==> src/hdl/sas_pkg.sv <==
// Shared types and constants for the sparse adjacency store.
package sas_pkg;

    localparam int IDX_W   = 6;
    localparam int REQ_W   = 3;
    localparam int STAT_W  = 2;
    localparam int DEG_W   = 11;
    localparam int RES_CAP = 64;
    localparam int CNT_W   = $clog2(RES_CAP + 1);

    typedef enum logic [REQ_W-1:0] {
        REQ_INSERT, REQ_CONTAINS, REQ_READ_ROW, REQ_READ_COL,
        REQ_CLEAR_ROW, REQ_CLEAR_COL, REQ_CLEAR_ALL
    } t_req;

    typedef enum logic [STAT_W-1:0] {ST_OK, ST_RANGE, ST_FULL} t_status;

    typedef enum logic [1:0] {RET_INS, RET_CLR, RET_SWEEP} t_ret;

    typedef enum logic [4:0] {
        SM_IDLE, SM_DECODE, SM_EMIT,
        SM_INS_RDPOS, SM_INS_POS, SM_INS_SHCHK, SM_INS_SHWR,
        SM_ADJ_RD, SM_ADJ_WR,
        SM_SEG_A, SM_SEG_B, SM_SEG_C, SM_SEG_D,
        SM_DN_CHK, SM_DN_WR,
        SM_SW_SEG, SM_SW_RDHI, SM_SW_HI,
        SM_SC_CHK, SM_SC_CMP,
        SM_RD_CHK, SM_ST_RD, SM_ST_EM
    } t_state;

    typedef enum logic [2:0] {SR_NONE, SR_IDX, SR_IDX1, SR_SEG, SR_SEG1, SR_I} t_srd;
    typedef enum logic [1:0] {ER_NONE, ER_KM1, ER_K, ER_P} t_erd;
    typedef enum logic [1:0] {WR_NONE, WR_UP, WR_POS, WR_DN} t_ewr;
    typedef enum logic [2:0] {K_NONE, K_TOT, K_HI, K_INC, K_DEC, K_LO1} t_kop;
    typedef enum logic [1:0] {LO_NONE, LO_Q, LO_INC} t_loop;
    typedef enum logic [1:0] {D_NONE, D_SPAN, D_ONE} t_dop;
    typedef enum logic [1:0] {I_NONE, I_IDX1, I_SEG1, I_INC} t_iop;
    typedef enum logic [1:0] {S_NONE, S_ZERO, S_INC} t_sop;
    typedef enum logic [1:0] {C_NONE, C_CLR, C_INC} t_cop;

    typedef struct packed {
        logic    latch;
        t_srd    s_rd;
        logic    s_wr;
        t_erd    e_rd;
        t_ewr    e_wr;
        t_loop   lo_op;
        logic    hi_ld;
        t_kop    k_op;
        t_dop    d_op;
        t_iop    i_op;
        t_sop    s_op;
        t_cop    c_op;
        logic    sel_set;
        logic    sel_val;
        logic    sel_flip;
        logic    nodes_upd;
        logic    tot_upd;
        logic    adj_up;
        logic    st_set;
        t_status st_val;
        logic    found_set;
        logic    clr_all;
        logic    emit_single;
        logic    emit_stream;
    } t_dp_cmd;

    typedef struct packed {
        logic [REQ_W-1:0] req;
        logic sel;
        logic ins_oor;
        logic full;
        logic row_oor;
        logic col_oor;
        logic k_gt_hi;
        logic k_lt_tot;
        logic i_le_max;
        logic s_lt_nodes;
        logic lo_lt_hi;
        logic match;
        logic d_zero;
        logic last;
        logic out_free;
    } t_dp_sts;

endpackage

==> src/hdl/sas_ctrl.sv <==
// Controller: sequences each request as reads, shifts, offset sweeps and scans.
module sas_ctrl import sas_pkg::*; (
    input  logic    i_clk,
    input  logic    i_rst_n,
    input  logic    i_in_valid,
    output logic    o_in_ready,
    input  t_dp_sts i_sts,
    output t_dp_cmd o_cmd
);

    t_state r_state, n_state;
    t_ret   r_ret, n_ret;

    always_ff @(posedge i_clk) begin
        if (!i_rst_n) begin
            r_state <= SM_IDLE;
            r_ret   <= RET_INS;
        end else begin
            r_state <= n_state;
            r_ret   <= n_ret;
        end
    end

    always_comb begin
        n_state      = r_state;
        n_ret        = r_ret;
        o_cmd        = '0;
        o_cmd.adj_up = (r_ret == RET_INS);
        o_in_ready   = 1'b0;
        case (r_state)
            SM_IDLE: begin
                o_in_ready = 1'b1;
                if (i_in_valid) begin
                    o_cmd.latch = 1'b1;
                    n_state = SM_DECODE;
                end
            end
            SM_DECODE: begin
                n_state = SM_EMIT;
                case (i_sts.req)
                    REQ_INSERT: begin
                        if (i_sts.ins_oor) begin
                            o_cmd.st_set = 1'b1;
                            o_cmd.st_val = ST_RANGE;
                        end else if (i_sts.full) begin
                            o_cmd.st_set = 1'b1;
                            o_cmd.st_val = ST_FULL;
                        end else begin
                            o_cmd.nodes_upd = 1'b1;
                            o_cmd.sel_set   = 1'b1;
                            o_cmd.sel_val   = 1'b0;
                            n_ret   = RET_INS;
                            n_state = SM_INS_RDPOS;
                        end
                    end
                    REQ_CONTAINS: begin
                        if (i_sts.row_oor || i_sts.col_oor) begin
                            o_cmd.st_set = 1'b1;
                            o_cmd.st_val = ST_RANGE;
                        end else begin
                            o_cmd.sel_set = 1'b1;
                            o_cmd.sel_val = 1'b0;
                            n_state = SM_SEG_A;
                        end
                    end
                    REQ_READ_ROW, REQ_CLEAR_ROW: begin
                        if (i_sts.row_oor) begin
                            o_cmd.st_set = 1'b1;
                            o_cmd.st_val = ST_RANGE;
                        end else begin
                            o_cmd.sel_set = 1'b1;
                            o_cmd.sel_val = 1'b0;
                            n_ret   = RET_CLR;
                            n_state = SM_SEG_A;
                        end
                    end
                    REQ_READ_COL, REQ_CLEAR_COL: begin
                        if (i_sts.col_oor) begin
                            o_cmd.st_set = 1'b1;
                            o_cmd.st_val = ST_RANGE;
                        end else begin
                            o_cmd.sel_set = 1'b1;
                            o_cmd.sel_val = 1'b1;
                            n_ret   = RET_CLR;
                            n_state = SM_SEG_A;
                        end
                    end
                    REQ_CLEAR_ALL: o_cmd.clr_all = 1'b1;
                    default: ;
                endcase
            end
            SM_EMIT: begin
                if (i_sts.out_free) begin
                    o_cmd.emit_single = 1'b1;
                    n_state = SM_IDLE;
                end
            end
            // insert: open a slot at the end of the segment, then bump offsets
            SM_INS_RDPOS: begin
                o_cmd.s_rd = SR_IDX1;
                n_state = SM_INS_POS;
            end
            SM_INS_POS: begin
                o_cmd.hi_ld = 1'b1;
                o_cmd.k_op  = K_TOT;
                n_state = SM_INS_SHCHK;
            end
            SM_INS_SHCHK: begin
                if (i_sts.k_gt_hi) begin
                    o_cmd.e_rd = ER_KM1;
                    n_state = SM_INS_SHWR;
                end else begin
                    o_cmd.e_wr = WR_POS;
                    o_cmd.i_op = I_IDX1;
                    o_cmd.d_op = D_ONE;
                    n_state = SM_ADJ_RD;
                end
            end
            SM_INS_SHWR: begin
                o_cmd.e_wr = WR_UP;
                o_cmd.k_op = K_DEC;
                n_state = SM_INS_SHCHK;
            end
            // offset sweep from i up to the end marker
            SM_ADJ_RD: begin
                if (i_sts.i_le_max) begin
                    o_cmd.s_rd = SR_I;
                    n_state = SM_ADJ_WR;
                end else begin
                    o_cmd.tot_upd = 1'b1;
                    case (r_ret)
                        RET_INS: begin
                            if (!i_sts.sel) begin
                                o_cmd.sel_flip = 1'b1;
                                n_state = SM_INS_RDPOS;
                            end else begin
                                n_state = SM_EMIT;
                            end
                        end
                        RET_CLR: begin
                            o_cmd.sel_flip = 1'b1;
                            o_cmd.s_op     = S_ZERO;
                            n_ret   = RET_SWEEP;
                            n_state = SM_SW_SEG;
                        end
                        default: begin
                            o_cmd.s_op = S_INC;
                            n_state = SM_SW_SEG;
                        end
                    endcase
                end
            end
            SM_ADJ_WR: begin
                o_cmd.s_wr = 1'b1;
                o_cmd.i_op = I_INC;
                n_state = SM_ADJ_RD;
            end
            // segment bounds of the requested row or column
            SM_SEG_A: begin
                o_cmd.s_rd = SR_IDX;
                n_state = SM_SEG_B;
            end
            SM_SEG_B: begin
                o_cmd.lo_op = LO_Q;
                o_cmd.s_rd  = SR_IDX1;
                n_state = SM_SEG_C;
            end
            SM_SEG_C: begin
                o_cmd.hi_ld = 1'b1;
                n_state = SM_SEG_D;
            end
            SM_SEG_D: begin
                o_cmd.d_op = D_SPAN;
                o_cmd.k_op = K_HI;
                o_cmd.c_op = C_CLR;
                case (i_sts.req)
                    REQ_CONTAINS:                n_state = SM_SC_CHK;
                    REQ_READ_ROW, REQ_READ_COL:  n_state = SM_RD_CHK;
                    default:                     n_state = SM_DN_CHK;
                endcase
            end
            // close a gap of d entries just below k by moving the entries from k down
            SM_DN_CHK: begin
                if (i_sts.k_lt_tot) begin
                    o_cmd.e_rd = ER_K;
                    n_state = SM_DN_WR;
                end else begin
                    o_cmd.i_op = (r_ret == RET_CLR) ? I_IDX1 : I_SEG1;
                    n_state = SM_ADJ_RD;
                end
            end
            SM_DN_WR: begin
                o_cmd.e_wr = WR_DN;
                o_cmd.k_op = K_INC;
                n_state = SM_DN_CHK;
            end
            // other copy: drop the first match in each segment
            SM_SW_SEG: begin
                if (i_sts.s_lt_nodes) begin
                    o_cmd.s_rd = SR_SEG;
                    n_state = SM_SW_RDHI;
                end else begin
                    n_state = SM_EMIT;
                end
            end
            SM_SW_RDHI: begin
                o_cmd.lo_op = LO_Q;
                o_cmd.s_rd  = SR_SEG1;
                n_state = SM_SW_HI;
            end
            SM_SW_HI: begin
                o_cmd.hi_ld = 1'b1;
                n_state = SM_SC_CHK;
            end
            SM_SC_CHK: begin
                if (i_sts.lo_lt_hi) begin
                    o_cmd.e_rd = ER_P;
                    n_state = SM_SC_CMP;
                end else if (i_sts.req == REQ_CONTAINS) begin
                    n_state = SM_EMIT;
                end else begin
                    o_cmd.s_op = S_INC;
                    n_state = SM_SW_SEG;
                end
            end
            SM_SC_CMP: begin
                if (i_sts.match) begin
                    if (i_sts.req == REQ_CONTAINS) begin
                        o_cmd.found_set = 1'b1;
                        n_state = SM_EMIT;
                    end else begin
                        o_cmd.d_op = D_ONE;
                        o_cmd.k_op = K_LO1;
                        n_state = SM_DN_CHK;
                    end
                end else begin
                    o_cmd.lo_op = LO_INC;
                    n_state = SM_SC_CHK;
                end
            end
            // streaming read
            SM_RD_CHK: n_state = i_sts.d_zero ? SM_EMIT : SM_ST_RD;
            SM_ST_RD: begin
                o_cmd.e_rd = ER_P;
                n_state = SM_ST_EM;
            end
            SM_ST_EM: begin
                if (i_sts.out_free) begin
                    o_cmd.emit_stream = 1'b1;
                    o_cmd.lo_op = LO_INC;
                    o_cmd.c_op  = C_INC;
                    n_state = i_sts.last ? SM_IDLE : SM_ST_RD;
                end
            end
            default: n_state = SM_IDLE;
        endcase
    end

endmodule

==> config.mk <==
export PLATFORM = sky130hd
export DESIGN_NAME = sas_ctrl
export DESIGN_NICKNAME = d
export VERILOG_FILES = /design/src/hdl/sas_pkg.sv /design/src/hdl/sas_ctrl.sv
export SDC_FILE = /design/constraint.sdc
export NUM_CORES = 1
export LEC_CHECK = 0
export ABC_AREA = 1
export BUFFER_PORTS_ARGS = -buffer_cell sky130_fd_sc_hd__buf_2
export CORE_MARGIN = 2
export CORE_UTILIZATION = 40
export CTS_CLUSTER_DIAMETER = 40
export DETAILED_ROUTE_END_ITERATION = 10
export GPL_ROUTABILITY_DRIVEN = 1
export PLACE_DENSITY = 0.7
export SLEW_MARGIN = 30
export SYNTH_ARGS = -nofsm -noshare
export SYNTH_HDL_FRONTEND = slang
export SYNTH_SLANG_ARGS = --single-unit
==> constraint.sdc <==
create_clock -name i_clk -period 1.95 [get_ports i_clk]
set_input_delay 0.39 -clock i_clk [delete_from_list [all_inputs] [get_ports i_clk]]
set_output_delay 0.39 -clock i_clk [all_outputs]
set_load 0.05 [all_outputs]
==> metrics.txt <==
clk sinks=7; DRT iter0 DRCs=124; count leader, synth=nand2_1; drt first pass iters=5; CTS tree=yes; routed vias=1924; Die ar.=3650 um2; register share of total power=15.2%; Yosys warnings=0; Initial Util=41.7%; Critical Path Stages=6; worst slew margin relative to its limit=79.4%; #FFs+latches synth=7; Setup-failing EPs final=0; worst hold slack=385 ps; crit-path max cell delay=370 ps; Root Driver=clkbuf_4; CP Data Arrival Time=1490 ps; asr flop ratio synth=0%; DIE WIDTH=60.4 um; Hold Vio Cnt, Final=0; Worst-path clk slew=60 ps; Critical R2R Capture=r_state[1]; Synth top area share=21.5%; Vias/cell=5.00; EDFF count, synth=0; Final min period=1880 ps; clock skew=8.58 ps; Place WS=-40.1 ps; Max Slew Vio Count=0; antenna viol nets, final=0; M3 GR Usage=4.48%; Synth Net Count=275; Detailed Route WL=4.69 mm; DPL Wire Length=3.82 mm; most used cell, CP=buf_4; status=finished clean; Worst-Margin Slew=308 ps; library cells used by synthesis=29; post-synthesis sequential area ratio=11.0%; switching share of total power=59.6%; reg2reg setup slack=370 ps; Num CTS Buffers=3; Die Y=60.4 um; worst skew pair latency=250 ps; Pint=741 uW; crit start category=register; worst-path fanout max=5; final worst slack=66.7 ps; CP top delay family=buffers and inverters; CP Capture Type=output port; Switching Power=1090 uW; Reg2Reg Depth=12; GRT overflow=0; DRC=0; ys flop type=dfxtp_1; CP Class=register to output port; worst-path cell chain=buf_4, nor2_4, buf_4, nand2_1, nand3_1, buf_2; Layout Nets=362; first-pass GRT wire length=7.11 mm; Avg Cell Area, Syn=4.99 um2; worst min path class=primary input to register; met2 Use GR=44.7%; synth cell count leaders=73 x nand2_1, 51 x nor2_1, 35 x inv_1; power density cells=882 nW/um2; row count=20; Critical Path Start=r_state[0]; Port Buffers=56; H-tree Lvls=1; M1 GR Usage=33.2%; P&R area growth vs syn=63.3%; GRT Resource Usage Total=25.3%; Final GP Congestion=0.937; Critical-path top delay cell=dfxtp_4; Most Crowded Layer GR=met2; Antenna Cells=0; Max-Cap Viols=0; largest net degree at the start of global routing=10; max frequency=0.531 GHz; cell taking the most area after synthesis=nand2_1; overall power=1830 uW; core area=3050 um2; main area contributors after synthesis=nand2_1 22%, nor2_1 15%, dfxtp_1 11%; Comb pwr share=77.7%; initial antenna violation count=0; vias in the first global route=1553; Fill cells=299; Cells after Synth=255; WL/cell=12.2 um; setup TNS=0 ps; RSZ-0062 raised after global routing=yes; clock buffer depth=2; Post-Syn Area=1270 um2; Setup crit end=o_cmd[33]; CP Buf/Inv Count=3; worst r2r src=r_state[4]; Clk network pwr share=7.1%; share of cells above drive strength 1=41.3%; Final Cycle Share=96.6%; IO Count=57; Max VDD drop=0.731 mV; leakage power=0.00120 uW; Required @ worst endpoint=1560 ps
[power by group through the flow]
stage               logic [uW]  registers [uW]  clock network (uW)
CTS                       1310             256                 134
floorplan                  903             249                   0
global placement          1260             251                   0
detailed placement        1260             252                   0
global route              1530             285                 146
finish                    1430             279                 130
[cell type report]
cell class                 instances  area (um2)  area share, %
inverter                          41         163           7.82
timing repair buffer              83         561           27.0
sequential                         7         155           7.46
clock buffer                       4        26.3           1.26
tap                               44        55.1           2.65
multi-input combinational        206        1120           53.9
[state kept, by name (all words and copies together) (netlist names)]
register  cells
r_state       5
r_ret         2
[stage by stage]
stage	utilization [%]	area, um2	instances
5_1_grt	68.1	2080	385
6_report	68.1	2080	385
3_5_place_dp	59.6	1820	376
2_1_floorplan	-	1330	255
3_3_place_gp	59.6	1820	376
4_1_cts	63.0	1920	380
[layout by cell type, fill, tap and decap left out, types with 2 or more instances in the layout]
cell type   n
o21ai_2     3
clkbuf_4    7
nor2_1     44
nand2_2     6
dfxtp_4     4
o22ai_2     2
nand3_2     5
buf_2      37
nor2_2      6
nor3_2      2
inv_4       3
a21oi_1     9
nand3_1    26
nand2_4     2
buf_4      34
o211ai_1    3
inv_1      30
o21ai_0     4
buf_6       8
o21ai_1     2
inv_2       7
dfxtp_1     3
nand2_1    71
nand4_1     3
nor2_4      8
[timing repair]
item | 4_1_cts | 5_1_grt
pin swaps | 0 | 6
endpoints found under the setup margin | 23 | 25
hold buffers | 0 | 0
cloned | 0 | 0
buffers inserted | 0 | 5
gates resized for setup | 30 | 35
[routing by layer]
layer / up-vias / part of all wire [%]
met5: - / 0
met4: 0 / 1.7
met3: 11 / 6.9
met2: 89 / 50
met1: 828 / 42
li1: 996 / -
[kinds of logic (layout without fill, tap and decap cells)]
| kind of cell | after synthesis | after routing | share of synthesized area (%) |
|---|---|---|---|
| simple gates | 176 | 176 | 61.6 |
| buf+inv | 42 | 128 | 13.3 |
| compound gates | 30 | 30 | 14.1 |
| flops | 7 | 7 | 11.0 |
[worst min-delay path, delay by kind of cell]
kind | cells | cell delay [ps]
buffers and inverters | 2 | 160
and+or+nand+nor | 1 | 60
[worst min-delay path by stage]
stage / start / slack [ps] / cells after the start / endpoint
after detailed placement: r_ret[0] / 480 / 2 / r_ret[0]
after CTS: i_rst_n / 390 / 3 / r_state[1]
after floorplan: r_ret[0] / 450 / 2 / r_ret[0]
final: i_rst_n / 380 / 3 / r_state[1]
after global placement: r_ret[0] / 480 / 2 / r_ret[0]
after global routing: i_rst_n / 400 / 3 / r_ret[1]
No activity file was read; power rests on OpenSTA's default activity.
